File: config.mk
export PLATFORM = sky130hd
export DESIGN_NAME = psu_queue
export DESIGN_NICKNAME = d
export VERILOG_FILES = /design/src/hw/rtl/psu_pkg.sv /design/src/hw/rtl/psu_queue.sv
export SDC_FILE = /design/constraint.sdc
export NUM_CORES = 1
export LEC_CHECK = 0
export BUFFER_PORTS_ARGS = -buffer_cell sky130_fd_sc_hd__buf_2
export CORE_UTILIZATION = 36
export CTS_CLUSTER_SIZE = 30
export DETAILED_ROUTE_END_ITERATION = 10
export GPL_TIMING_DRIVEN = 0
export MAX_ROUTING_LAYER = met4
export PLACE_DENSITY = 0.65
export SYNTH_ARGS = -nofsm -noshare
export SYNTH_HDL_FRONTEND = slang
export SYNTH_SLANG_ARGS = --single-unit
File: constraint.sdc
create_clock -name i_clk -period 2.29 [get_ports i_clk]
set_clock_uncertainty 0.15 [all_clocks]
set_input_delay 0.5725 -clock i_clk [delete_from_list [all_inputs] [get_ports i_clk]]
set_output_delay 0.5725 -clock i_clk [all_outputs]
set_load 0.01 [all_outputs]
File: src/hw/rtl/psu_pkg.sv
package psu_pkg;

    localparam int MAX_LINE_BYTES_DEF  = 4096;
    localparam int MAX_PIXEL_BYTES_DEF = 4;
    localparam int QUEUE_DEPTH         = 4;

    localparam int ROW_PIXELS_W = 13;
    localparam int IMAGE_ROWS_W = 16;
    localparam int BPP_W        = 3;

    localparam logic [ROW_PIXELS_W-1:0] ROW_PIXELS_RST = 13'd64;
    localparam logic [IMAGE_ROWS_W-1:0] IMAGE_ROWS_RST = 16'd64;
    localparam logic [BPP_W-1:0]        BPP_RST        = 3'd4;
    localparam logic [7:0]              BYTE_MASK      = 8'hFF;

    localparam int ADDR_W = 4;

    typedef enum logic [1:0] {
        REG_ROW_PIXELS = 2'd0,
        REG_IMAGE_ROWS = 2'd1,
        REG_BPP        = 2'd2
    } t_reg_idx;

    typedef enum logic [2:0] {
        FILT_NONE  = 3'd0,
        FILT_SUB   = 3'd1,
        FILT_UP    = 3'd2,
        FILT_AVG   = 3'd3,
        FILT_PAETH = 3'd4
    } t_filter;

    // Per-beat classification passed from the front to the back.
    typedef struct packed {
        t_filter filter;
        logic    bad;
        logic    first_row;
        logic    have_left;
        logic    eor;
        logic    eoi;
    } t_flags;

    // Paeth predictor: p = a + b - c, pick the closest of a, b, c.
    function automatic logic [7:0] paeth(input logic [7:0] a, input logic [7:0] b,
                                         input logic [7:0] c);
        logic signed [9:0] da;
        logic signed [9:0] db;
        logic signed [9:0] dc;
        logic [9:0] pa;
        logic [9:0] pb;
        logic [9:0] pc;
        da = $signed({2'b00, b}) - $signed({2'b00, c});
        db = $signed({2'b00, a}) - $signed({2'b00, c});
        dc = da + db;
        pa = (da < 0) ? 10'(-da) : 10'(da);
        pb = (db < 0) ? 10'(-db) : 10'(db);
        pc = (dc < 0) ? 10'(-dc) : 10'(dc);
        if (pa <= pb && pa <= pc) begin
            return a;
        end else if (pb <= pc) begin
            return b;
        end else begin
            return c;
        end
    endfunction

endpackage

File: src/hw/rtl/psu_queue.sv
module psu_queue #(
    parameter int W     = 8,
    parameter int DEPTH = psu_pkg::QUEUE_DEPTH
) (
    input  logic         i_clk,
    input  logic         i_rst_n,
    input  logic         i_push,
    input  logic [W-1:0] i_data,
    input  logic         i_pop,
    output logic         o_full,
    output logic         o_valid,
    output logic [W-1:0] o_data
);

    localparam int AW = (DEPTH > 1) ? $clog2(DEPTH) : 1;
    localparam int NW = $clog2(DEPTH + 1);

    logic [W-1:0]  r_mem [DEPTH];
    logic [AW-1:0] r_wr;
    logic [AW-1:0] r_rd;
    logic [NW-1:0] r_cnt;
    logic [AW-1:0] n_wr;
    logic [AW-1:0] n_rd;
    logic [NW-1:0] n_cnt;

    assign o_full  = (r_cnt == NW'(DEPTH));
    assign o_valid = (r_cnt != '0);
    assign o_data  = r_mem[r_rd];

    always_comb begin
        n_wr  = r_wr;
        n_rd  = r_rd;
        n_cnt = r_cnt;
        if (i_push) begin
            n_wr = (r_wr == AW'(DEPTH - 1)) ? '0 : r_wr + AW'(1);
        end
        if (i_pop) begin
            n_rd = (r_rd == AW'(DEPTH - 1)) ? '0 : r_rd + AW'(1);
        end
        if (i_push && !i_pop) begin
            n_cnt = r_cnt + NW'(1);
        end else if (i_pop && !i_push) begin
            n_cnt = r_cnt - NW'(1);
        end
    end

    always_ff @(posedge i_clk) begin
        if (!i_rst_n) begin
            r_wr  <= '0;
            r_rd  <= '0;
            r_cnt <= '0;
        end else begin
            r_wr  <= n_wr;
            r_rd  <= n_rd;
            r_cnt <= n_cnt;
        end
    end

    always_ff @(posedge i_clk) begin
        if (i_push) begin
            r_mem[r_wr] <= i_data;
        end
    end

`ifndef ASSERT_OFF
    a_no_overflow: assert property (@(posedge i_clk) disable iff (!i_rst_n)
        i_push |-> !o_full)
        else $error("queue written while full");
    a_no_underflow: assert property (@(posedge i_clk) disable iff (!i_rst_n)
        i_pop |-> o_valid)
        else $error("queue read while empty");
    a_count_bound: assert property (@(posedge i_clk) disable iff (!i_rst_n)
        r_cnt <= NW'(DEPTH))
        else $error("queue count beyond depth");
`endif

endmodule

==> results.yml <==
outcome:
  outcome: "completed"
synthesis:
  synth.ff_latch_count: 41
  synth_top_cell_by_area: "edfxtp_1"
  synthCells: 86
  synth.distinct_cells: 20
  post_synth.cell_area_avg_um2: 18.8
  synth_area_um2: 1620
  synth.most_common_cell: "edfxtp_1"
  synth_warnings: 0
  synth_enable_flop_cells: 32
  synth_top_flop_cell: "edfxtp_1"
  postSynthNetCount: 105
  synth_area_leaders: "edfxtp_1 (59%), dfxtp_1 (11%), mux4_2 (11%), ha_1 (4.6%), mux2i_1 (2.5%)"
  synth_largest_type_area_fraction: 0.594
  synthTopCellsByCount: "edfxtp_1 (32), dfxtp_1 (9), mux4_2 (8), ha_1 (6)"
  seq_area_frac_synth: 0.706
  synth_async_sr_flop_share: 0
global_routing:
  first_pass_grt_wire_length_um: 4280
  largest_net_degree_at_the_start_of_global_routing: 14
  vias_in_the_first_global_route: 873
  antenna_found_initial: 0
  gr-usage-all-layers: 0.127
  global_route.overflow_total: 0
setup_path:
  arrival_ns: 1.46
  r2r_cells: 4
  setup.worst_path.class: "register to output pin"
  crit_required_ns: 1.57
  critPathCaptureType: "output pin"
  start_kind: "register"
  worst-path-max-fanout: 8
clocking:
  cts-root-buf: "clkbuf_8"
  cts_buffers: 5
  tritoncts_num_sinks: 41
  clock_path_buffers: 2
  tritoncts: "done"
  postCtsHoldBufs: 0
  clk_transition_reported_paths_ns: 0.08
  postCtsResizedCells: 0
  post-cts-setup-buffers: 0
  worst_skew_pair.late_latency_ns: 0.29
  cts-htree-levels: 2
sta:
  hold-worst-slack_ns: 0.343
  grt_setup_unrepaired: "false"
  hold_viol: 0
  max_slew.worst_pin.slew_ns: 0.447
  finalSetupViolations: 0
  timing.max_slew.rel_slack: 0.702
  min_period_over_period: 0.952
  period_needed_ns: 2.18
  timing.final.max_slew_violations: 0
  setup_tns_ns: 0
  fmax_ghz: 0.458
floorplan:
  design.die.area_um2: 4760
  chipHeight_um: 69.0
  core_region_area_um2: 4320
  initial_cell_density_of_the_core: 0.374
  num_io_pins: 22
  floorplan.die.width_um: 69.0
  placement_rows: 24
routing:
  top_signal_layer_used: "met4"
  detailedRoute.firstPassIterationCount: 4
  routed_via_density: 4.87
  detail-route-antenna-nets: 0
  routedWlPerCell_um: 15.5
  finalWirelength_um: 2580
  remaining_drc_errors: 0
  detail_route.wirelength.met1_um: 1060
  met3_length_um: 129
  wl_met2_um: 1380
  drt_first_iter_violations: 54
  num_vias: 813
hold_path:
  timing.hold.worst_path_depth: 1
  worst_hold_path_type: "input port to register"
layout:
  area_growth_syn_to_layout_pct: 17.3
  final_core_utilization: 0.439
  num_antenna_cells: 0
  final_cells: 167
  number_of_filler_cells_placed_in_the_layout: 395
  final_layout_size_suffix_gt1_frac: 0.330
  finalNetCount: 133
  layout.cell_area.non_filler_um2: 1900
placed_design:
  place.port_buffers: 21
  postPlaceCellArea_um2: 1790
  gp_routability_congestion: 0.642
  total_half_perimeter_wirelength_after_legalization_and_detailed_placement_um: 1810
  place.detailed.instances: 159
pwr:
  vdd_drop_max_v: 0.000378
  power.leakage_nw: 0.697
  total_power_density_per_cell_area_nw_per_um2: 851
flow_run:
  maxCapViolations: 0
[report_power, final]
part	leakage (nW)	switching (mW)	internal [mW]
clock network	0.0518	0.245	0.321
logic	0.277	0.0894	0.0908
registers	0.368	0.0217	0.846
total	0.697	0.356	1.26
[path summary, 6_finish.rpt]
| kind | startpoint | to | slack (ns) |
|---|---|---|---|
| worst min register to register | r_cnt[2] | r_cnt[2] | 0.36 |
| worst min-delay path | i_data[7] | r_mem[2][7] | 0.34 |
| worst max register to register | r_cnt[0] | r_cnt[2] | 0.64 |
| worst max-delay path | register | o_data[2] | 0.11 |
[through the flow]
stage | worst slack (ns) | power [mW]
2_1_floorplan | 0.305 | 0.999
3_3_place_gp | 0.131 | 1.06
3_5_place_dp | 0.0456 | 1.07
4_1_cts | 0.0752 | 1.64
5_1_grt | 0.0285 | 1.69
6_report | 0.109 | 1.61
[cell usage in the layout (no fill, tap or decap), types with 2 or more instances in the layout]
| master | count |
|---|---|
| and2_1 | 5 |
| buf_2 | 21 |
| clkbuf_8 | 5 |
| dfxtp_1 | 9 |
| edfxtp_1 | 32 |
| ha_1 | 6 |
| inv_1 | 4 |
| mux2i_1 | 4 |
| mux4_2 | 8 |
| nor2b_1 | 5 |
| or3_1 | 2 |
[worst max-delay path, stage by stage, from the launching register on]
cell and delay [ns]:
dfxtp_1 0.33, buf_6 0.16, mux4_2 0.52, buf_2 0.16
[cell families (layout without fill, tap and decap cells)]
kind of cell,after synthesis,in the layout,synth area share
compound gates,3,3,0.0124
xor+xnor,2,2,0.0108
fa+ha+maj,7,7,0.0588
buf+inv,6,35,0.0193
flops,41,41,0.706
mux,12,12,0.136
simple gates,15,15,0.0565
[final cells by class]
class,count,area (um2),area share
Multi-Input combinational cell,39,444,0.234
Sequential cell,41,1140,0.602
Clock inverter,3,41.3,0.0218
Tap cell,52,65.1,0.0343
Buffer,2,16.3,0.00858
Clock buffer,5,68.8,0.0363
Timing Repair Buffer,21,105,0.0554
Inverter,4,15.0,0.00792
[sequential cells by signal, summed over array words and instances, names as in the netlist, named ones only]
name,flops
r_wr,2
r_mem,32
r_rd,2
r_cnt,3
[per-layer routing]
layer | GRT usage | vias up
li1 | - | 383
met1 | 0.133 | 407
met2 | 0.209 | 21
met3 | 0.0526 | 2
met4 | 0.0544 | 0
met5 | - | -
Note: power is estimated with default switching activity, not from simulation.
