[config.mk]
export PLATFORM = sky130hd
export DESIGN_NAME = psu_front_flat
export DESIGN_NICKNAME = d
export VERILOG_FILES = /design/src/hw/rtl/psu_pkg.sv /design/src/hw/rtl/psu_if.sv /design/src/hw/rtl/psu_front.sv /design/src/flat_wrapper.sv
export SDC_FILE = /design/constraint.sdc
export NUM_CORES = 1
export LEC_CHECK = 0
export BUFFER_PORTS_ARGS = -buffer_cell sky130_fd_sc_hd__buf_2
export CORE_AREA = 2 2 87 89
export CTS_CLUSTER_SIZE = 30
export DETAILED_ROUTE_END_ITERATION = 7
export DIE_AREA = 0 0 89 91
export PLACE_DENSITY = 0.78
export SETUP_SLACK_MARGIN = 0.2
export SLEW_MARGIN = 10
export SYNTH_ARGS = -nofsm -noshare
export SYNTH_HDL_FRONTEND = slang
export SYNTH_SLANG_ARGS = --single-unit
[constraint.sdc]
create_clock -name i_clk -period 12.93 [get_ports i_clk]
set_clock_uncertainty 0.2 [all_clocks]
set_input_delay 2.586 -clock i_clk [delete_from_list [all_inputs] [get_ports i_clk]]
set_output_delay 2.586 -clock i_clk [all_outputs]
set_load 0.02 [all_outputs]
[src/hw/rtl/psu_pkg.sv]
package psu_pkg;

    localparam int MAX_LINE_BYTES_DEF  = 4096;
    localparam int MAX_PIXEL_BYTES_DEF = 4;
    localparam int QUEUE_DEPTH         = 4;

    localparam int ROW_PIXELS_W = 13;
    localparam int IMAGE_ROWS_W = 16;
    localparam int BPP_W        = 3;

    localparam logic [ROW_PIXELS_W-1:0] ROW_PIXELS_RST = 13'd64;
    localparam logic [IMAGE_ROWS_W-1:0] IMAGE_ROWS_RST = 16'd64;
    localparam logic [BPP_W-1:0]        BPP_RST        = 3'd4;
    localparam logic [7:0]              BYTE_MASK      = 8'hFF;

    localparam int ADDR_W = 4;

    typedef enum logic [1:0] {
        REG_ROW_PIXELS = 2'd0,
        REG_IMAGE_ROWS = 2'd1,
        REG_BPP        = 2'd2
    } t_reg_idx;

    typedef enum logic [2:0] {
        FILT_NONE  = 3'd0,
        FILT_SUB   = 3'd1,
        FILT_UP    = 3'd2,
        FILT_AVG   = 3'd3,
        FILT_PAETH = 3'd4
    } t_filter;

    // Per-beat classification passed from the front to the back.
    typedef struct packed {
        t_filter filter;
        logic    bad;
        logic    first_row;
        logic    have_left;
        logic    eor;
        logic    eoi;
    } t_flags;

    // Paeth predictor: p = a + b - c, pick the closest of a, b, c.
    function automatic logic [7:0] paeth(input logic [7:0] a, input logic [7:0] b,
                                         input logic [7:0] c);
        logic signed [9:0] da;
        logic signed [9:0] db;
        logic signed [9:0] dc;
        logic [9:0] pa;
        logic [9:0] pb;
        logic [9:0] pc;
        da = $signed({2'b00, b}) - $signed({2'b00, c});
        db = $signed({2'b00, a}) - $signed({2'b00, c});
        dc = da + db;
        pa = (da < 0) ? 10'(-da) : 10'(da);
        pb = (db < 0) ? 10'(-db) : 10'(db);
        pc = (dc < 0) ? 10'(-dc) : 10'(dc);
        if (pa <= pb && pa <= pc) begin
            return a;
        end else if (pb <= pc) begin
            return b;
        end else begin
            return c;
        end
    endfunction

endpackage

[src/hw/rtl/psu_if.sv]
interface psu_in_if;
    logic       valid;
    logic       ready;
    logic [7:0] filtered_byte;

    modport source (output valid, output filtered_byte, input ready);
    modport sink (input valid, input filtered_byte, output ready);
endinterface


[src/hw/rtl/psu_front.sv]
module psu_front #(
    parameter int MAX_LINE_BYTES  = psu_pkg::MAX_LINE_BYTES_DEF,
    parameter int MAX_PIXEL_BYTES = psu_pkg::MAX_PIXEL_BYTES_DEF,
    parameter int CW              = $clog2(MAX_LINE_BYTES),
    parameter int PW              = (MAX_PIXEL_BYTES > 1) ? $clog2(MAX_PIXEL_BYTES) : 1
) (
    input  logic                              i_clk,
    input  logic                              i_rst_n,
    psu_in_if.sink                            i_in,
    input  logic [psu_pkg::ROW_PIXELS_W-1:0]  i_row_pixels,
    input  logic [psu_pkg::IMAGE_ROWS_W-1:0]  i_image_rows,
    input  logic [psu_pkg::BPP_W-1:0]         i_bpp,
    input  logic                              i_q_full,
    output logic                              o_q_push,
    output psu_pkg::t_flags                   o_q_flags,
    output logic [7:0]                        o_q_byte,
    output logic [CW-1:0]                     o_q_col,
    output logic [PW-1:0]                     o_q_lidx
);

    localparam int BW = $clog2(MAX_PIXEL_BYTES + 1);
    localparam int PRW = psu_pkg::ROW_PIXELS_W + BW;
    localparam int EW = (CW + 1 > PRW) ? CW + 1 : PRW;
    localparam int RW = psu_pkg::IMAGE_ROWS_W;

    logic              r_await;
    logic              n_await;
    logic [CW-1:0]     r_col;
    logic [CW-1:0]     n_col;
    logic [RW-1:0]     r_row;
    logic [RW-1:0]     n_row;
    psu_pkg::t_filter  r_filter;
    psu_pkg::t_filter  n_filter;
    logic              r_bad;
    logic              n_bad;

    logic              accept;
    logic [BW-1:0]     bpp_eff;
    logic [psu_pkg::ROW_PIXELS_W-1:0] pix_eff;
    logic [RW-1:0]     rows_eff;
    logic [PRW-1:0]    stride_raw;
    logic [EW-1:0]     col_next;
    logic              eor;
    logic              eoi;

    assign i_in.ready = r_await || !i_q_full;
    assign accept     = i_in.valid && i_in.ready;

    always_comb begin
        if (i_bpp == '0) begin
            bpp_eff = BW'(1);
        end else if (5'(i_bpp) > 5'(MAX_PIXEL_BYTES)) begin
            bpp_eff = BW'(MAX_PIXEL_BYTES);
        end else begin
            bpp_eff = BW'(i_bpp);
        end
    end

    assign pix_eff    = (i_row_pixels == '0) ? psu_pkg::ROW_PIXELS_W'(1) : i_row_pixels;
    assign rows_eff   = (i_image_rows == '0) ? RW'(1) : i_image_rows;
    assign stride_raw = PRW'(pix_eff) * PRW'(bpp_eff);
    assign col_next   = EW'(r_col) + EW'(1);

    // The stride clamps to the line store size, and the column never passes it.
    assign eor = (col_next >= EW'(stride_raw)) || (col_next >= EW'(MAX_LINE_BYTES));
    assign eoi = eor && ((17'(r_row) + 17'(1)) >= 17'(rows_eff));

    assign o_q_push            = accept && !r_await;
    assign o_q_byte            = i_in.filtered_byte;
    assign o_q_col             = r_col;
    assign o_q_lidx            = PW'(bpp_eff - BW'(1));
    assign o_q_flags.filter    = r_filter;
    assign o_q_flags.bad       = r_bad;
    assign o_q_flags.first_row = (r_row == '0);
    assign o_q_flags.have_left = (EW'(r_col) >= EW'(bpp_eff));
    assign o_q_flags.eor       = eor;
    assign o_q_flags.eoi       = eoi;

    always_comb begin
        n_await  = r_await;
        n_col    = r_col;
        n_row    = r_row;
        n_filter = r_filter;
        n_bad    = r_bad;
        if (accept) begin
            if (r_await) begin
                n_await = 1'b0;
                n_col   = '0;
                if (i_in.filtered_byte > 8'(psu_pkg::FILT_PAETH)) begin
                    n_bad    = 1'b1;
                    n_filter = psu_pkg::FILT_NONE;
                end else begin
                    n_bad    = 1'b0;
                    n_filter = psu_pkg::t_filter'(i_in.filtered_byte[2:0]);
                end
            end else if (eor) begin
                n_await = 1'b1;
                n_col   = '0;
                n_row   = eoi ? '0 : r_row + RW'(1);
            end else begin
                n_col = r_col + CW'(1);
            end
        end
    end

    always_ff @(posedge i_clk) begin
        if (!i_rst_n) begin
            r_await  <= 1'b1;
            r_col    <= '0;
            r_row    <= '0;
            r_filter <= psu_pkg::FILT_NONE;
            r_bad    <= 1'b0;
        end else begin
            r_await  <= n_await;
            r_col    <= n_col;
            r_row    <= n_row;
            r_filter <= n_filter;
            r_bad    <= n_bad;
        end
    end

endmodule

[src/flat_wrapper.sv]
// flat-port wrapper written by rule: the top's interface ports become plain ports
module psu_front_flat 
#(
    parameter int MAX_LINE_BYTES  = psu_pkg::MAX_LINE_BYTES_DEF,
    parameter int MAX_PIXEL_BYTES = psu_pkg::MAX_PIXEL_BYTES_DEF,
    parameter int CW              = $clog2(MAX_LINE_BYTES),
    parameter int PW              = (MAX_PIXEL_BYTES > 1) ? $clog2(MAX_PIXEL_BYTES) : 1
)
  (i_clk, i_rst_n, i_row_pixels, i_image_rows, i_bpp, i_q_full, o_q_push, o_q_flags, o_q_byte, o_q_col, o_q_lidx, i_in_valid, i_in_filtered_byte, i_in_ready);
  psu_in_if i_in_i ();
  input  logic i_clk;
  input  logic i_rst_n;
  input  logic [psu_pkg::ROW_PIXELS_W-1:0] i_row_pixels;
  input  logic [psu_pkg::IMAGE_ROWS_W-1:0] i_image_rows;
  input  logic [psu_pkg::BPP_W-1:0] i_bpp;
  input  logic i_q_full;
  output logic o_q_push;
  output psu_pkg::t_flags o_q_flags;
  output logic [7:0] o_q_byte;
  output logic [CW-1:0] o_q_col;
  output logic [PW-1:0] o_q_lidx;
  input wire logic [$bits(i_in_i.valid)-1:0] i_in_valid;
  input wire logic [$bits(i_in_i.filtered_byte)-1:0] i_in_filtered_byte;
  output wire logic [$bits(i_in_i.ready)-1:0] i_in_ready;
  assign i_in_i.valid = i_in_valid;
  assign i_in_i.filtered_byte = i_in_filtered_byte;
  assign i_in_ready = i_in_i.ready;
  psu_front #(.MAX_LINE_BYTES(MAX_LINE_BYTES), .MAX_PIXEL_BYTES(MAX_PIXEL_BYTES), .CW(CW), .PW(PW)) u_core (.i_clk(i_clk), .i_rst_n(i_rst_n), .i_in(i_in_i), .i_row_pixels(i_row_pixels), .i_image_rows(i_image_rows), .i_bpp(i_bpp), .i_q_full(i_q_full), .o_q_push(o_q_push), .o_q_flags(o_q_flags), .o_q_byte(o_q_byte), .o_q_col(o_q_col), .o_q_lidx(o_q_lidx));
endmodule
==> impl_results.html, run 1 <==
<table>
<tr><th>Metric</th><th>Value</th></tr>
<tr><th colspan="2">Outcome</th></tr>
<tr><td>Result of the run</td><td>complete, no violations</td></tr>
<tr><th colspan="2">Cells and area</th></tr>
<tr><td>Antenna cell count</td><td>0</td></tr>
<tr><td>Fin nets</td><td>645</td></tr>
<tr><td>Final standard cell utilization of the core</td><td>between 60% and 70%</td></tr>
<tr><td>Area taken by flip-flops and latches</td><td>roughly 660 sq um</td></tr>
<tr><td>Layout cells sized above 1</td><td>between 10% and 20%</td></tr>
<tr><td>Area Overhead vs Synth</td><td>11.3%</td></tr>
<tr><td>Filler cell count in the final layout</td><td>between 600 and 700</td></tr>
<tr><td>Total area of multi-input combinational cells</td><td>~0.0028 sq mm</td></tr>
<tr><th colspan="2">Yosys</th></tr>
<tr><td>Ranking of synthesized cells by instance count</td><td>sky130_fd_sc_hd__nand2_1, sky130_fd_sc_hd__inv_1, sky130_fd_sc_hd__ha_1, sky130_fd_sc_hd__dfxtp_1, sky130_fd_sc_hd__a21oi_1</td></tr>
<tr><td>Synth Instances</td><td>~480</td></tr>
<tr><td>Most common cell in the synthesized netlist</td><td>sky130_fd_sc_hd__nand2_1</td></tr>
<tr><td>Total of warnings raised by yosys</td><td>0</td></tr>
<tr><td>Per-instance average area after synthesis</td><td>8.01 sq um</td></tr>
<tr><td>Fraction of the yosys area taken by sequential cells</td><td>~17%</td></tr>
<tr><td>Post-synth top area share</td><td>approximately 17%</td></tr>
<tr><td>Mapped cell area</td><td>~0.0039 sq mm</td></tr>
<tr><td>Primary FF master, synth</td><td>sky130_fd_sc_hd__dfxtp_1</td></tr>
<tr><td>Leading cell types by total area after synthesis</td><td>sky130_fd_sc_hd__dfxtp_1, sky130_fd_sc_hd__ha_1, sky130_fd_sc_hd__fa_1</td></tr>
<tr><td>Share of synthesized flip-flops with an asynchronous set or reset</td><td>0%</td></tr>
<tr><td>Number of enable flip-flop cells after synthesis</td><td>0</td></tr>
<tr><td>Post-synthesis net count</td><td>588</td></tr>
<tr><td>Post-synthesis sequential element count</td><td>33</td></tr>
<tr><td>Post-synthesis cell type with the largest combined area</td><td>sky130_fd_sc_hd__dfxtp_1</td></tr>
<tr><td>Post-synth cell types</td><td>64</td></tr>
<tr><th colspan="2">Clock tree</th></tr>
<tr><td>Cell at the root of the clock tree</td><td>sky130_fd_sc_hd__clkbuf_8</td></tr>
<tr><td>Post-CTS setup buffers</td><td>0</td></tr>
<tr><td>Deepest level of the CTS H-tree</td><td>2</td></tr>
<tr><td>Number of gates resized after CTS</td><td>0</td></tr>
<tr><td>Clock tree from TritonCTS</td><td>done</td></tr>
<tr><td>Maximum clock insertion buffer count</td><td>2</td></tr>
<tr><td>Clock transition at the registers of the reported paths</td><td>0.07 ns</td></tr>
<tr><td>Clock tree sinks</td><td>33</td></tr>
<tr><td>Clock buffers created by TritonCTS</td><td>5</td></tr>
<tr><td>Clock network latency to the later pin of the worst-skew pair</td><td>roughly 0.29 ns</td></tr>
<tr><td>Hold-fix buffers, CTS</td><td>0</td></tr>
<tr><th colspan="2">Flow run</th></tr>
<tr><td>Max-capacitance violation count</td><td>0</td></tr>
<tr><th colspan="2">Drt</th></tr>
<tr><td>Vias after detailed routing</td><td>~3700</td></tr>
<tr><td>Wire length reported by the detailed router</td><td>a little under 9000 microns</td></tr>
<tr><td>Post-detailed-route count of antenna-violating nets</td><td>0</td></tr>
<tr><td>Met3 WL post-DR</td><td>between 400 and 500 microns</td></tr>
<tr><td>1st-pass router iterations</td><td>4</td></tr>
<tr><td>Met2 routed WL</td><td>4410 microns</td></tr>
<tr><td>DRC viols</td><td>0</td></tr>
<tr><td>Top layer in use</td><td>met4</td></tr>
<tr><td>Wire per inst</td><td>between 10 and 15 microns</td></tr>
<tr><td>Post-detailed-route via-to-cell ratio</td><td>around 5.7</td></tr>
<tr><td>Met1 WL</td><td>roughly 3800 microns</td></tr>
<tr><td>DRT iter0 DRCs</td><td>around 150</td></tr>
<tr><th colspan="2">Die</th></tr>
<tr><td>Vert. Die Dim</td><td>approximately 90 microns</td></tr>
<tr><td>Area enclosed by the die boundary</td><td>~0.0081 sq mm</td></tr>
<tr><td>Die span in x</td><td>a little under 90 microns</td></tr>
<tr><td># rows</td><td>31</td></tr>
<tr><td>Core Area</td><td>between 0.007 and 0.008 sq mm</td></tr>
<tr><td>Initial core utilization</td><td>54.1%</td></tr>
<tr><td>Top-level port count</td><td>76</td></tr>
<tr><th colspan="2">Global routing</th></tr>
<tr><td>First-pass GRT wire length</td><td>approximately 15000 microns</td></tr>
<tr><td>GR Util All Layers</td><td>between 20% and 30%</td></tr>
<tr><td>Initial antenna violation count</td><td>0</td></tr>
<tr><td>Vias in the first global route</td><td>between 3000 and 4000</td></tr>
<tr><td>Largest net degree at the start of global routing</td><td>26</td></tr>
<tr><td>GRT overflow</td><td>0</td></tr>
<tr><th colspan="2">STA</th></tr>
<tr><td>Total setup violations reported at the end of the flow</td><td>0</td></tr>
<tr><td>Final critical-path share of the clock period</td><td>roughly 80%</td></tr>
<tr><td>Final number of max-transition violations</td><td>0</td></tr>
<tr><td>Highest clock rate</td><td>94.2 MHz</td></tr>
<tr><td>Setup repair after global routing missed its margin</td><td>false</td></tr>
<tr><td>Shortest period the worst path allows</td><td>10.62 ns</td></tr>
<tr><td>Summed negative setup slack over all endpoints</td><td>0 ns</td></tr>
<tr><td>Slew at the pin closest to its max-slew limit</td><td>~1.2 ns</td></tr>
<tr><td>Normalized max-slew margin</td><td>between 20% and 30%</td></tr>
<tr><td>Number of hold violations in the final report</td><td>0</td></tr>
<tr><th colspan="2">Pwr</th></tr>
<tr><td>Post-layout total power</td><td>~260 uW</td></tr>
<tr><td>Power density over the cells</td><td>about 60 mW/mm^2</td></tr>
<tr><td>Leakage power</td><td>0.00215 uW</td></tr>
<tr><td>Switching share of power</td><td>about 34%</td></tr>
<tr><td>Switching power of the nets</td><td>91.2 uW</td></tr>
<tr><td>Internal power component</td><td>174 uW</td></tr>
<tr><td>Combinational share of power</td><td>about 31%</td></tr>
<tr><td>Share of power burned in the clock network</td><td>around 30%</td></tr>
<tr><td>Worst VDD drop</td><td>between 0.03 and 0.04 mV</td></tr>
<tr><td>Sequential power share</td><td>38.8%</td></tr>
<tr><th colspan="2">Placed design</th></tr>
<tr><td>Total half-perimeter wirelength after legalization and detailed placement</td><td>about 7000 microns</td></tr>
<tr><td>Placer's final routability congestion estimate</td><td>between 0.8 and 0.9</td></tr>
<tr><td>PortBufs</td><td>75</td></tr>
<tr><th colspan="2">Worst setup path</th></tr>
<tr><td>CP Cell Sequence</td><td>buf_2 &gt; a21oi_1 &gt; nand2_1 &gt; fa_1 &gt; inv_1 &gt; ha_1 &gt; fa_1 &gt; a21o_1 &gt; a21oi_1 &gt; o21ai_0 &gt; xnor2_1 &gt; ha_1 &gt; a21oi_1 &gt; o21ai_1 &gt; a2111oi_0 &gt; a211oi_2 &gt; a21oi_2 &gt; nor2b_1 &gt; buf_2</td></tr>
<tr><td>Crit. End Element</td><td>primary output</td></tr>
<tr><td>Slowest stage cell, crit path</td><td>sky130_fd_sc_hd__a21oi_2</td></tr>
<tr><td>Most prevalent standard cell on the critical path</td><td>sky130_fd_sc_hd__a21oi_1</td></tr>
<tr><td>Delay of the slowest cell on the worst path</td><td>0.80 ns</td></tr>
<tr><td>Required time of the critical path</td><td>a little over 10 ns</td></tr>
<tr><td>Type of the worst setup path</td><td>input port to primary output</td></tr>
<tr><td>Reg2reg setup slack</td><td>roughly 8.7 ns</td></tr>
<tr><td>Crit path launch type</td><td>input port</td></tr>
<tr><td>Maximum fanout count along the critical path</td><td>25</td></tr>
<tr><td>Worst endpoint data arrival time</td><td>7.83 ns</td></tr>
<tr><th colspan="2">Worst hold path</th></tr>
<tr><td>Worst min path class</td><td>flop to flop</td></tr>
</table>
-- per-layer routing --
layer	GRT usage [%]	vias to the layer above
met3	3.27	14
li1	-	1821
met4	5.97	0
met5	0	-
met1	28.3	1720
met2	37.2	104
-- state kept, by name (all words and copies together) (netlist names) --
signal / count
u_core.r_bad: 1
u_core.r_filter: 3
u_core.o_q_col: 12
u_core.r_await: 1
u_core.r_row: 16
-- final timing paths --
kind,startpoint,to,cells past startpoint
worst min register to register,u_core.r_filter[0]$_SDFFE_PN0P_,u_core.r_filter[0]$_SDFFE_PN0P_,2
worst max-delay path,i_bpp[2],o_q_flags[0],19
worst min-delay path,u_core.r_filter[0]$_SDFFE_PN0P_,u_core.r_filter[0]$_SDFFE_PN0P_,2
worst max register to register,u_core.r_row[0]$_SDFFE_PN0P_,u_core.r_row[13]$_SDFFE_PN0P_,13
-- critical path: cells and delay by family --
family	cells	cell delay, ns
compound gates	9	3.01
xor+xnor	1	0.15
fa+ha+maj	4	1.38
buf+inv	3	0.41
simple gates	2	0.26
-- power groups by stage --
stage	combinational, uW	clock, uW	sequential (uW)
finish	82.7	79.3	103
global route	94.7	85.1	103
CTS	83.3	80.1	103
detailed placement	82.6	0	105
global placement	80.2	0	105
floorplan	60.8	0	105
-- layout make-up --
cell class	instances	share of cell area, %
Multi-Input combinational cell	368	65.9
Clock buffer	5	1.60
Timing Repair Buffer	76	8.92
Tap cell	99	2.88
Inverter	55	4.81
Clock inverter	3	0.524
Sequential cell	33	15.4
-- stage by stage --
step / area, sq um / worst slack (ns) / hold WS (ns) / instances
floorplan: 3860 / 3.41 / 0.275 / 482
global placement: 4200 / 2.56 / 0.287 / 631
detailed placement: 4200 / 2.40 / 0.298 / 631
CTS: 4290 / 2.40 / 0.316 / 639
global route: 4290 / 1.82 / 0.348 / 639
finish: 4290 / 2.31 / 0.306 / 639
-- layout by cell type (no fill, tap or decap), drive strengths merged, types with 5 or more instances in the layout --
cell type and instances:
a21oi 23, xor2 16, a2111oi 6, o21ai 29
o211ai 11, clkbuf 5, a21o 10, inv 54
nand3b 5, a22o 9, and2 5, fa 12
and3 8, nor3 10, dfxtp 33, buf 76
ha 50, nor2 19, nand3 12, xnor2 16
nand2 58, nor4 9
-- logic make-up after synthesis --
kind of cell	count (synthesis)	synth area share [%]
buffers and inverters	81	9.57
adders and majority gates	62	22.4
DFF	33	17.1
xor gates and xnor gates	32	7.26
and+or+nand+nor	156	20.9
AOI/OAI and AO/OA	116	21.9
muxes	2	0.875
Power figures use the tool's default switching activity.
==> run 2, diff against run 1 <==
--- a/config.mk
+++ b/config.mk
@@ -5,12 +5,13 @@
 export SDC_FILE = /design/constraint.sdc
 export NUM_CORES = 1
 export LEC_CHECK = 0
+export ABC_AREA = 1
 export BUFFER_PORTS_ARGS = -buffer_cell sky130_fd_sc_hd__buf_2
-export CORE_AREA = 2 2 87 89
+export CORE_AREA = 2 2 90 92
 export CTS_CLUSTER_SIZE = 30
 export DETAILED_ROUTE_END_ITERATION = 7
-export DIE_AREA = 0 0 89 91
-export PLACE_DENSITY = 0.78
+export DIE_AREA = 0 0 92 94
+export PLACE_DENSITY = 0.77
 export SETUP_SLACK_MARGIN = 0.2
 export SLEW_MARGIN = 10
 export SYNTH_ARGS = -nofsm -noshare
==> constraint.sdc (replaced) <==
create_clock -name i_clk -period 9.85 [get_ports i_clk]
set_clock_uncertainty 0.2 [all_clocks]
set_input_delay 1.97 -clock i_clk [delete_from_list [all_inputs] [get_ports i_clk]]
set_output_delay 1.97 -clock i_clk [all_outputs]
set_load 0.02 [all_outputs]
==> impl_results.html, run 2 <==
<table>
<tr><th>Metric</th><th>Value</th></tr>
<tr><th colspan="2">Cells and area</th></tr>
<tr><td>Commonest cells after routing, fill and taps aside</td><td>sky130_fd_sc_hd__nand2_1, sky130_fd_sc_hd__inv_1, sky130_fd_sc_hd__buf_2, sky130_fd_sc_hd__ha_1 (was sky130_fd_sc_hd__buf_2, sky130_fd_sc_hd__nand2_1, sky130_fd_sc_hd__inv_1, sky130_fd_sc_hd__ha_1, sky130_fd_sc_hd__dfxtp_1)</td></tr>
<tr><td>Final standard cell count with taps included and fillers excluded</td><td>747 (was 639)</td></tr>
<tr><td>Filler cell count in the final layout</td><td>715 (was 690)</td></tr>
<tr><td>Largest reg by FF count</td><td>u_core.r_row (unchanged)</td></tr>
<tr><td>Layout cells sized above 1</td><td>20.8% (was 18.9%)</td></tr>
<tr><td>Flip-flop count of the largest register, all copies and words added</td><td>16 (unchanged)</td></tr>
<tr><td>Leading cell type in the layout, fill and taps excluded</td><td>sky130_fd_sc_hd__nand2_1 (was sky130_fd_sc_hd__buf_2)</td></tr>
<tr><td>Area Overhead vs Synth</td><td>12.0% (was 11.3%)</td></tr>
<tr><td>Post-route cell area</td><td>0.00456 sq mm (was 0.00429 sq mm)</td></tr>
<tr><td>Fin nets</td><td>750 (was 645)</td></tr>
<tr><td>Antenna cell count</td><td>0 (unchanged)</td></tr>
<tr><th colspan="2">Global routing</th></tr>
<tr><td>GR Util All Layers</td><td>22.3% (was 21.8%)</td></tr>
<tr><td>GRT overflow</td><td>0 (unchanged)</td></tr>
<tr><td>First-pass GRT wire length</td><td>16000 microns (was 14500 microns)</td></tr>
<tr><td>Largest net degree at the start of global routing</td><td>24 (was 26)</td></tr>
<tr><td>Vias in the first global route</td><td>3749 (was 3346)</td></tr>
<tr><td>Initial antenna violation count</td><td>0 (unchanged)</td></tr>
<tr><th colspan="2">Worst setup path</th></tr>
<tr><td>Crit. End Element</td><td>primary output (unchanged)</td></tr>
<tr><td>Most prevalent standard cell on the critical path</td><td>sky130_fd_sc_hd__nand2_1 (was sky130_fd_sc_hd__a21oi_1)</td></tr>
<tr><td>Slowest stage cell, crit path</td><td>sky130_fd_sc_hd__a21oi_1 (was sky130_fd_sc_hd__a21oi_2)</td></tr>
<tr><td>CP Cell Sequence</td><td>buf_2 &gt; a21oi_1 &gt; nand2_1 &gt; fa_1 &gt; inv_1 &gt; ha_1 &gt; fa_1 &gt; nand3_1 &gt; nand2_1 &gt; a21oi_1 &gt; xor2_1 &gt; ha_1 &gt; inv_1 &gt; nor3_1 &gt; a211oi_1 &gt; nand2_1 &gt; nand2_1 &gt; nand2_1 &gt; nand2_1 &gt; nand2_2 &gt; inv_1 &gt; nor2_1 &gt; buf_2 (was buf_2 &gt; a21oi_1 &gt; nand2_1 &gt; fa_1 &gt; inv_1 &gt; ha_1 &gt; fa_1 &gt; a21o_1 &gt; a21oi_1 &gt; o21ai_0 &gt; xnor2_1 &gt; ha_1 &gt; a21oi_1 &gt; o21ai_1 &gt; a2111oi_0 &gt; a211oi_2 &gt; a21oi_2 &gt; nor2b_1 &gt; buf_2)</td></tr>
<tr><td>Worst endpoint data arrival time</td><td>6.24 ns (was 7.83 ns)</td></tr>
<tr><td>Delay of the slowest cell on the worst path</td><td>0.69 ns (was 0.80 ns)</td></tr>
<tr><td>Required time of the critical path</td><td>7.68 ns (was 10.14 ns)</td></tr>
<tr><td>Maximum fanout count along the critical path</td><td>16 (was 25)</td></tr>
<tr><td>Type of the worst setup path</td><td>input port to primary output (unchanged)</td></tr>
<tr><td>Crit path launch type</td><td>input port (unchanged)</td></tr>
<tr><th colspan="2">STA</th></tr>
<tr><td>Setup repair after global routing missed its margin</td><td>false (unchanged)</td></tr>
<tr><td>Final critical-path share of the clock period</td><td>between 80% and 90%</td></tr>
<tr><td>Number of hold violations in the final report</td><td>0 (unchanged)</td></tr>
<tr><td>Normalized max-slew margin</td><td>42.9% (was 20.9%)</td></tr>
<tr><td>Summed negative setup slack over all endpoints</td><td>0 ns (unchanged)</td></tr>
<tr><td>Slew at the pin closest to its max-slew limit</td><td>0.856 ns (was 1.18 ns)</td></tr>
<tr><td>Final number of max-transition violations</td><td>0 (unchanged)</td></tr>
<tr><td>Total setup violations reported at the end of the flow</td><td>0 (unchanged)</td></tr>
<tr><td>Highest clock rate</td><td>around 120 MHz</td></tr>
<tr><td>Shortest period the worst path allows</td><td>8.41 ns</td></tr>
<tr><th colspan="2">Die</th></tr>
<tr><td>Initial core utilization</td><td>53.5% (was 54.1%)</td></tr>
<tr><td># rows</td><td>32 (was 31)</td></tr>
<tr><td>Core Area</td><td>0.00761 sq mm (was 0.00714 sq mm)</td></tr>
<tr><td>Area enclosed by the die boundary</td><td>0.00865 sq mm (was 0.00810 sq mm)</td></tr>
<tr><td>Die span in x</td><td>92 microns (was 89 microns)</td></tr>
<tr><td>Vert. Die Dim</td><td>94 microns (was 91 microns)</td></tr>
<tr><td>Top-level port count</td><td>76 (unchanged)</td></tr>
<tr><th colspan="2">Placed design</th></tr>
<tr><td>Total half-perimeter wirelength after legalization and detailed placement</td><td>7690 microns (was 7020 microns)</td></tr>
<tr><td>Area after detailed placement</td><td>0.00442 sq mm (was 0.00420 sq mm)</td></tr>
<tr><td>Dpl cells</td><td>739 (was 631)</td></tr>
<tr><td>Placer's final routability congestion estimate</td><td>0.848 (was 0.865)</td></tr>
<tr><td>PortBufs</td><td>75 (unchanged)</td></tr>
<tr><th colspan="2">Drt</th></tr>
<tr><td>1st-pass router iterations</td><td>4 (unchanged)</td></tr>
<tr><td>Wire per inst</td><td>12.4 microns (was 13.7 microns)</td></tr>
<tr><td>DRT iter0 DRCs</td><td>130 (was 149)</td></tr>
<tr><td>Wire length reported by the detailed router</td><td>9240 microns (was 8740 microns)</td></tr>
<tr><td>Post-detailed-route count of antenna-violating nets</td><td>0 (unchanged)</td></tr>
<tr><td>DRC viols</td><td>0 (unchanged)</td></tr>
<tr><td>Vias after detailed routing</td><td>3900 (was 3659)</td></tr>
<tr><td>Post-detailed-route via-to-cell ratio</td><td>5.22 (was 5.73)</td></tr>
<tr><th colspan="2">Clock tree</th></tr>
<tr><td>Clock tree sinks</td><td>33 (unchanged)</td></tr>
<tr><td>Clock network latency to the later pin of the worst-skew pair</td><td>0.29 ns (about the same)</td></tr>
<tr><td>Maximum clock insertion buffer count</td><td>2 (unchanged)</td></tr>
<tr><td>Clock tree from TritonCTS</td><td>done (unchanged)</td></tr>
<tr><td>Clock buffers created by TritonCTS</td><td>5 (unchanged)</td></tr>
<tr><td>Cell at the root of the clock tree</td><td>sky130_fd_sc_hd__clkbuf_8 (unchanged)</td></tr>
<tr><td>Number of gates resized after CTS</td><td>0 (unchanged)</td></tr>
<tr><td>Post-CTS setup buffers</td><td>0 (unchanged)</td></tr>
<tr><td>Deepest level of the CTS H-tree</td><td>2 (unchanged)</td></tr>
<tr><td>Clock transition at the registers of the reported paths</td><td>0.07 ns (about the same)</td></tr>
<tr><td>Hold-fix buffers, CTS</td><td>0 (unchanged)</td></tr>
<tr><th colspan="2">Pwr</th></tr>
<tr><td>Post-layout total power</td><td>405 uW (was 265 uW)</td></tr>
<tr><td>Worst VDD drop</td><td>0.0498 mV (was 0.0304 mV)</td></tr>
<tr><td>Power density over the cells</td><td>88.7 mW/mm^2 (was 61.7 mW/mm^2)</td></tr>
<tr><td>Leakage power</td><td>0.00236 uW (was 0.00215 uW)</td></tr>
<tr><th colspan="2">Yosys</th></tr>
<tr><td>Leading cell types by total area after synthesis</td><td>sky130_fd_sc_hd__dfxtp_1, sky130_fd_sc_hd__ha_1, sky130_fd_sc_hd__nand2_1 (was sky130_fd_sc_hd__dfxtp_1, sky130_fd_sc_hd__ha_1, sky130_fd_sc_hd__fa_1)</td></tr>
<tr><td>Primary FF master, synth</td><td>sky130_fd_sc_hd__dfxtp_1 (unchanged)</td></tr>
<tr><td>Post-synthesis sequential element count</td><td>33 (unchanged)</td></tr>
<tr><td>Most common cell in the synthesized netlist</td><td>sky130_fd_sc_hd__nand2_1 (unchanged)</td></tr>
<tr><td>Post-synthesis cell type with the largest combined area</td><td>sky130_fd_sc_hd__dfxtp_1 (unchanged)</td></tr>
<tr><td>Number of enable flip-flop cells after synthesis</td><td>0 (unchanged)</td></tr>
<tr><td>Per-instance average area after synthesis</td><td>6.96 sq um (was 8.01 sq um)</td></tr>
<tr><td>Total of warnings raised by yosys</td><td>0 (unchanged)</td></tr>
<tr><td>Post-synth cell types</td><td>43 (was 64)</td></tr>
<tr><td>Mapped cell area</td><td>0.00407 sq mm (was 0.00386 sq mm)</td></tr>
<tr><td>Synth Instances</td><td>585 (was 482)</td></tr>
<tr><td>Share of synthesized flip-flops with an asynchronous set or reset</td><td>0% (unchanged)</td></tr>
<tr><td>Post-synth top area share</td><td>16.2% (was 17.1%)</td></tr>
<tr><td>Ranking of synthesized cells by instance count</td><td>sky130_fd_sc_hd__nand2_1, sky130_fd_sc_hd__inv_1, sky130_fd_sc_hd__ha_1 (was sky130_fd_sc_hd__nand2_1, sky130_fd_sc_hd__inv_1, sky130_fd_sc_hd__ha_1, sky130_fd_sc_hd__dfxtp_1, sky130_fd_sc_hd__a21oi_1)</td></tr>
<tr><td>Post-synthesis net count</td><td>691 (was 588)</td></tr>
<tr><td>Fraction of the yosys area taken by sequential cells</td><td>16.2% (was 17.1%)</td></tr>
<tr><th colspan="2">Worst hold path</th></tr>
<tr><td>Worst min path class</td><td>flop to flop (unchanged)</td></tr>
<tr><th colspan="2">Flow run</th></tr>
<tr><td>Max-capacitance violation count</td><td>0 (unchanged)</td></tr>
<tr><th colspan="2">Outcome</th></tr>
<tr><td>Result of the run</td><td>complete, no violations (unchanged)</td></tr>
</table>
run 2: cell types whose count changed after synthesis, sizes merged, moves of 10 or more:
cell,delta
nand2,+80
nand3,+21
nand4,+18
a21o,-10
nor2,+18
a21oi,+20
inv,+50
run 2: metal layers:
layer | wire, microns | vias to the layer above | track usage [%]
li1 | - | 2003 | -
met1 | 4020 | 1785 | 26.8
met2 | 4680 | 99 | 41.1
met3 | 381 | 13 | 3.45
met4 | 157 | 0 | 6.34
met5 | 0 | - | 0
run 2: area by class of cell:
cell class / count / area, sq um / share of cell area, %
Tap cell: 102 / 128 / 2.80
Clock inverter: 3 / 65.1 / 1.43
Timing Repair Buffer: 76 / 383 / 8.40
Clock buffer: 5 / 68.8 / 1.51
Sequential cell: 33 / 661 / 14.5
Inverter: 104 / 390 / 8.56
Multi-Input combinational cell: 424 / 2860 / 62.8
run 2: cell families (layout without fill, tap and decap cells):
family,count (synthesis),count (layout),synth area share (%)
XOR/XNOR,33,33,7.28
buffers and inverters,128,188,13.5
flip-flops,33,33,16.2
AND/OR/NAND/NOR,256,256,30.2
adder cells (fa/ha/maj),62,62,21.3
AO/OA/AOI/OAI,73,73,11.6
run 2: through the flow:
step	hold WS [ns]	setup slack (ns)	utilization [%]
CTS	0.262	1.46	59.9
finish	0.259	1.44	59.9
detailed placement	0.248	1.47	58.2
global placement	0.247	1.63	58.2
floorplan	0.230	2.14	-
global route	0.278	1.04	59.9
run 2: final timing paths:
path	start	cells past startpoint	to	slack, ns
min reg2reg	u_core.r_bad$_SDFFE_PN0P_	2	u_core.r_bad$_SDFFE_PN0P_	0.26
max	i_bpp[2]	23	o_q_flags[0]	1.44
min	u_core.r_bad$_SDFFE_PN0P_	2	u_core.r_bad$_SDFFE_PN0P_	0.26
max reg2reg	u_core.o_q_col[0]$_SDFFE_PN0P_	20	u_core.r_row[8]$_SDFFE_PN0P_	6.10
run 2: worst max-delay path: cells and delay by family:
family | cells | cell delay [ns]
adders and majority gates | 4 | 1.40
AOI/OAI and AO/OA | 3 | 1.14
and+or+nand+nor | 10 | 0.96
buffers and inverters | 5 | 0.56
xor gates and xnor gates | 1 | 0.20
run 2: report_power, final:
| part | switching, uW | internal (uW) | total [uW] |
|---|---|---|---|
| registers | 0.918 | 134 | 135 |
| clock network | 53.6 | 101 | 154 |
| logic | 72.5 | 42.6 | 115 |
| total | 127 | 277 | 405 |
==> run 3, diff against run 2 <==
--- a/config.mk
+++ b/config.mk
@@ -7,13 +7,15 @@
 export LEC_CHECK = 0
 export ABC_AREA = 1
 export BUFFER_PORTS_ARGS = -buffer_cell sky130_fd_sc_hd__buf_2
-export CORE_AREA = 2 2 90 92
+export CORE_AREA = 8 8 96 98
 export CTS_CLUSTER_SIZE = 30
 export DETAILED_ROUTE_END_ITERATION = 7
-export DIE_AREA = 0 0 92 94
+export DIE_AREA = 0 0 104 106
 export PLACE_DENSITY = 0.77
+export REMOVE_ABC_BUFFERS = 1
 export SETUP_SLACK_MARGIN = 0.2
 export SLEW_MARGIN = 10
 export SYNTH_ARGS = -nofsm -noshare
 export SYNTH_HDL_FRONTEND = slang
 export SYNTH_SLANG_ARGS = --single-unit
+export TNS_END_PERCENT = 5
==> impl_results.html, run 3 (synthesis results as in run 2) <==
<table>
<tr><th>Metric</th><th>Value</th></tr>
<tr><th colspan="2">Clock tree</th></tr>
<tr><td>Clock transition at the registers of the reported paths</td><td>0.07 ns (about the same)</td></tr>
<tr><td>Clock tree from TritonCTS</td><td>done (unchanged)</td></tr>
<tr><td>Post-CTS setup buffers</td><td>0 (unchanged)</td></tr>
<tr><td>Number of gates resized after CTS</td><td>0 (unchanged)</td></tr>
<tr><td>Clock tree sinks</td><td>33 (unchanged)</td></tr>
<tr><td>Clock network latency to the later pin of the worst-skew pair</td><td>0.29 ns (about the same)</td></tr>
<tr><td>Cell at the root of the clock tree</td><td>sky130_fd_sc_hd__clkbuf_8 (unchanged)</td></tr>
<tr><td>Maximum clock insertion buffer count</td><td>2 (unchanged)</td></tr>
<tr><td>Deepest level of the CTS H-tree</td><td>2 (unchanged)</td></tr>
<tr><td>Clock buffers created by TritonCTS</td><td>5 (unchanged)</td></tr>
<tr><td>Hold-fix buffers, CTS</td><td>0 (unchanged)</td></tr>
<tr><th colspan="2">Cells and area</th></tr>
<tr><td>Area Overhead vs Synth</td><td>11.6% (was 12.0%)</td></tr>
<tr><td>Antenna cell count</td><td>0 (unchanged)</td></tr>
<tr><td>Leading cell type in the layout, fill and taps excluded</td><td>sky130_fd_sc_hd__nand2_1 (unchanged)</td></tr>
<tr><td>Largest reg by FF count</td><td>u_core.r_row (unchanged)</td></tr>
<tr><td>Commonest cells after routing, fill and taps aside</td><td>sky130_fd_sc_hd__nand2_1, sky130_fd_sc_hd__inv_1, sky130_fd_sc_hd__buf_2, sky130_fd_sc_hd__ha_1 (unchanged)</td></tr>
<tr><td>Layout cells sized above 1</td><td>20.6% (was 20.8%)</td></tr>
<tr><td>Flip-flop count of the largest register, all copies and words added</td><td>16 (unchanged)</td></tr>
<tr><td>Fin nets</td><td>750 (unchanged)</td></tr>
<tr><th colspan="2">Pwr</th></tr>
<tr><td>Worst VDD drop</td><td>0.0460 mV (was 0.0498 mV)</td></tr>
<tr><td>Share of power burned in the clock network</td><td>34.8% (was 38.1%)</td></tr>
<tr><td>Switching share of power</td><td>32.2% (was 31.4%)</td></tr>
<tr><td>Switching power of the nets</td><td>123 uW (was 127 uW)</td></tr>
<tr><td>Power density over the cells</td><td>84.3 mW/mm^2 (was 88.7 mW/mm^2)</td></tr>
<tr><td>Sequential power share</td><td>35.3% (was 33.4%)</td></tr>
<tr><td>Leakage power</td><td>0.00235 uW (was 0.00236 uW)</td></tr>
<tr><td>Combinational share of power</td><td>29.9% (was 28.5%)</td></tr>
<tr><td>Internal power component</td><td>260 uW (was 277 uW)</td></tr>
<tr><th colspan="2">Die</th></tr>
<tr><td>Initial core utilization</td><td>51.9% (was 53.5%)</td></tr>
<tr><td>Area enclosed by the die boundary</td><td>0.0110 sq mm (was 0.00865 sq mm)</td></tr>
<tr><td>Die span in x</td><td>104 microns (was 92 microns)</td></tr>
<tr><td>Top-level port count</td><td>76 (unchanged)</td></tr>
<tr><td>Vert. Die Dim</td><td>106 microns (was 94 microns)</td></tr>
<tr><td>Core Area</td><td>0.00785 sq mm (was 0.00761 sq mm)</td></tr>
<tr><td># rows</td><td>33 (was 32)</td></tr>
<tr><th colspan="2">Drt</th></tr>
<tr><td>Post-detailed-route count of antenna-violating nets</td><td>0 (unchanged)</td></tr>
<tr><td>Post-detailed-route via-to-cell ratio</td><td>5.26 (was 5.22)</td></tr>
<tr><td>Wire per inst</td><td>12.8 microns (was 12.4 microns)</td></tr>
<tr><td>Wire length reported by the detailed router</td><td>9610 microns (was 9240 microns)</td></tr>
<tr><td>Vias after detailed routing</td><td>3942 (was 3900)</td></tr>
<tr><td>DRT iter0 DRCs</td><td>219 (was 130)</td></tr>
<tr><td>1st-pass router iterations</td><td>6 (was 4)</td></tr>
<tr><td>DRC viols</td><td>0 (unchanged)</td></tr>
<tr><th colspan="2">STA</th></tr>
<tr><td>Normalized max-slew margin</td><td>40.8% (was 42.9%)</td></tr>
<tr><td>Final number of max-transition violations</td><td>0 (unchanged)</td></tr>
<tr><td>Final critical-path share of the clock period</td><td>86.0% (was 85.4%)</td></tr>
<tr><td>Setup repair after global routing missed its margin</td><td>false (unchanged)</td></tr>
<tr><td>Min Hold Slack</td><td>0.262 ns (was 0.259 ns)</td></tr>
<tr><td>Total setup violations reported at the end of the flow</td><td>0 (unchanged)</td></tr>
<tr><td>Slew at the pin closest to its max-slew limit</td><td>0.888 ns (was 0.856 ns)</td></tr>
<tr><td>Number of hold violations in the final report</td><td>0 (unchanged)</td></tr>
<tr><td>Shortest period the worst path allows</td><td>8.47 ns (was 8.41 ns)</td></tr>
<tr><td>Highest clock rate</td><td>118 MHz (was 119 MHz)</td></tr>
<tr><td>Summed negative setup slack over all endpoints</td><td>0 ns (unchanged)</td></tr>
<tr><th colspan="2">Worst setup path</th></tr>
<tr><td>Reg2reg setup slack</td><td>6.17 ns (was 6.10 ns)</td></tr>
<tr><td>Crit. End Element</td><td>primary output (unchanged)</td></tr>
<tr><td>Type of the worst setup path</td><td>input port to primary output (unchanged)</td></tr>
<tr><td>Worst endpoint data arrival time</td><td>6.30 ns (was 6.24 ns)</td></tr>
<tr><td>Maximum fanout count along the critical path</td><td>16 (unchanged)</td></tr>
<tr><td>Required time of the critical path</td><td>7.68 ns (about the same)</td></tr>
<tr><td>Crit path launch type</td><td>input port (unchanged)</td></tr>
<tr><th colspan="2">Global routing</th></tr>
<tr><td>Largest net degree at the start of global routing</td><td>24 (unchanged)</td></tr>
<tr><td>First-pass GRT wire length</td><td>16800 microns (was 16000 microns)</td></tr>
<tr><td>GRT overflow</td><td>0 (unchanged)</td></tr>
<tr><td>Vias in the first global route</td><td>4010 (was 3749)</td></tr>
<tr><td>GR Util All Layers</td><td>17.4% (was 22.3%)</td></tr>
<tr><td>Initial antenna violation count</td><td>0 (unchanged)</td></tr>
<tr><th colspan="2">Placed design</th></tr>
<tr><td>PortBufs</td><td>75 (unchanged)</td></tr>
<tr><td>Total half-perimeter wirelength after legalization and detailed placement</td><td>7910 microns (was 7690 microns)</td></tr>
<tr><td>Placer's final routability congestion estimate</td><td>0.867 (was 0.848)</td></tr>
<tr><th colspan="2">Outcome</th></tr>
<tr><td>Result of the run</td><td>complete, no violations (unchanged)</td></tr>
<tr><th colspan="2">Flow run</th></tr>
<tr><td>Max-capacitance violation count</td><td>0 (unchanged)</td></tr>
<tr><th colspan="2">Worst hold path</th></tr>
<tr><td>Worst min path class</td><td>flop to flop (unchanged)</td></tr>
</table>
## run 3: cell types whose count changed in the layout (fill, tap and decap cells not counted)
cell | before | now
sky130_fd_sc_hd__clkbuf_1 | 0 | 1
sky130_fd_sc_hd__clkinv_2 | 1 | 0
sky130_fd_sc_hd__bufinv_16 | 2 | 1
sky130_fd_sc_hd__clkbuf_8 | 5 | 6
## run 3: power by group through the flow
stage	registers [uW]	logic (uW)	clock network, uW
floorplan	139	75.9	0
global placement	138	110	0
detailed placement	138	114	0
CTS	135	115	136
global route	135	132	141
finish	135	114	133
## run 3: path summary, 6_finish.rpt
check,from,end,cells past startpoint
min reg2reg,u_core.r_filter[1]$_SDFFE_PN0P_,u_core.r_filter[1]$_SDFFE_PN0P_,2
min,u_core.r_filter[1]$_SDFFE_PN0P_,u_core.r_filter[1]$_SDFFE_PN0P_,2
max reg2reg,u_core.o_q_col[0]$_SDFFE_PN0P_,u_core.r_row[4]$_SDFFE_PN0P_,20
max,i_bpp[2],o_q_flags[0],23
## run 3: layer usage
metal	wire length, microns	up-vias	global-route usage, %
met4	156	0	5.79
met1	4170	1794	19.8
met2	4710	123	31.9
met5	0	-	0
met3	579	14	3.51
li1	-	2011	-
## run 3: area by class of cell
cell class	count	area, sq um
clock buffer	7	86.3
clock inverter	1	30.0
fill	762	3300
inverter	104	390
multi-input combinational	424	2860
sequential	33	661
tap	105	131
timing repair buffer	76	383
## run 3: worst max-delay path: stages
cell                       delay [ns]
sky130_fd_sc_hd__buf_2           0.19
sky130_fd_sc_hd__a21oi_1         0.71
sky130_fd_sc_hd__nand2_1         0.15
sky130_fd_sc_hd__fa_1            0.52
sky130_fd_sc_hd__inv_1           0.04
sky130_fd_sc_hd__ha_1            0.37
sky130_fd_sc_hd__a21oi_1         0.21
sky130_fd_sc_hd__o21ai_1         0.10
sky130_fd_sc_hd__a21oi_1         0.20
sky130_fd_sc_hd__o21ai_0         0.13
sky130_fd_sc_hd__xor2_1          0.17
sky130_fd_sc_hd__ha_1            0.32
sky130_fd_sc_hd__inv_1           0.06
sky130_fd_sc_hd__nor3_1          0.20
sky130_fd_sc_hd__a211oi_1        0.08
sky130_fd_sc_hd__nand2_1         0.08
sky130_fd_sc_hd__nand2_1         0.05
sky130_fd_sc_hd__nand2_1         0.05
sky130_fd_sc_hd__nand2_1         0.08
sky130_fd_sc_hd__nand2_2         0.29
sky130_fd_sc_hd__inv_1           0.07
sky130_fd_sc_hd__nor2_1          0.10
sky130_fd_sc_hd__buf_2           0.17
## run 3: through the flow
stage               instance area (sq um)  power, uW  instances  setup WS, ns  util, %
floorplan                            3910        215        561          2.05        -
global placement                     4430        248        742          1.64     56.4
detailed placement                   4430        253        742          1.43     56.4
finish                               4540        383        750          1.38     57.9
global route                         4540        408        750         0.947     57.9
CTS                                  4540        386        750          1.43     57.9
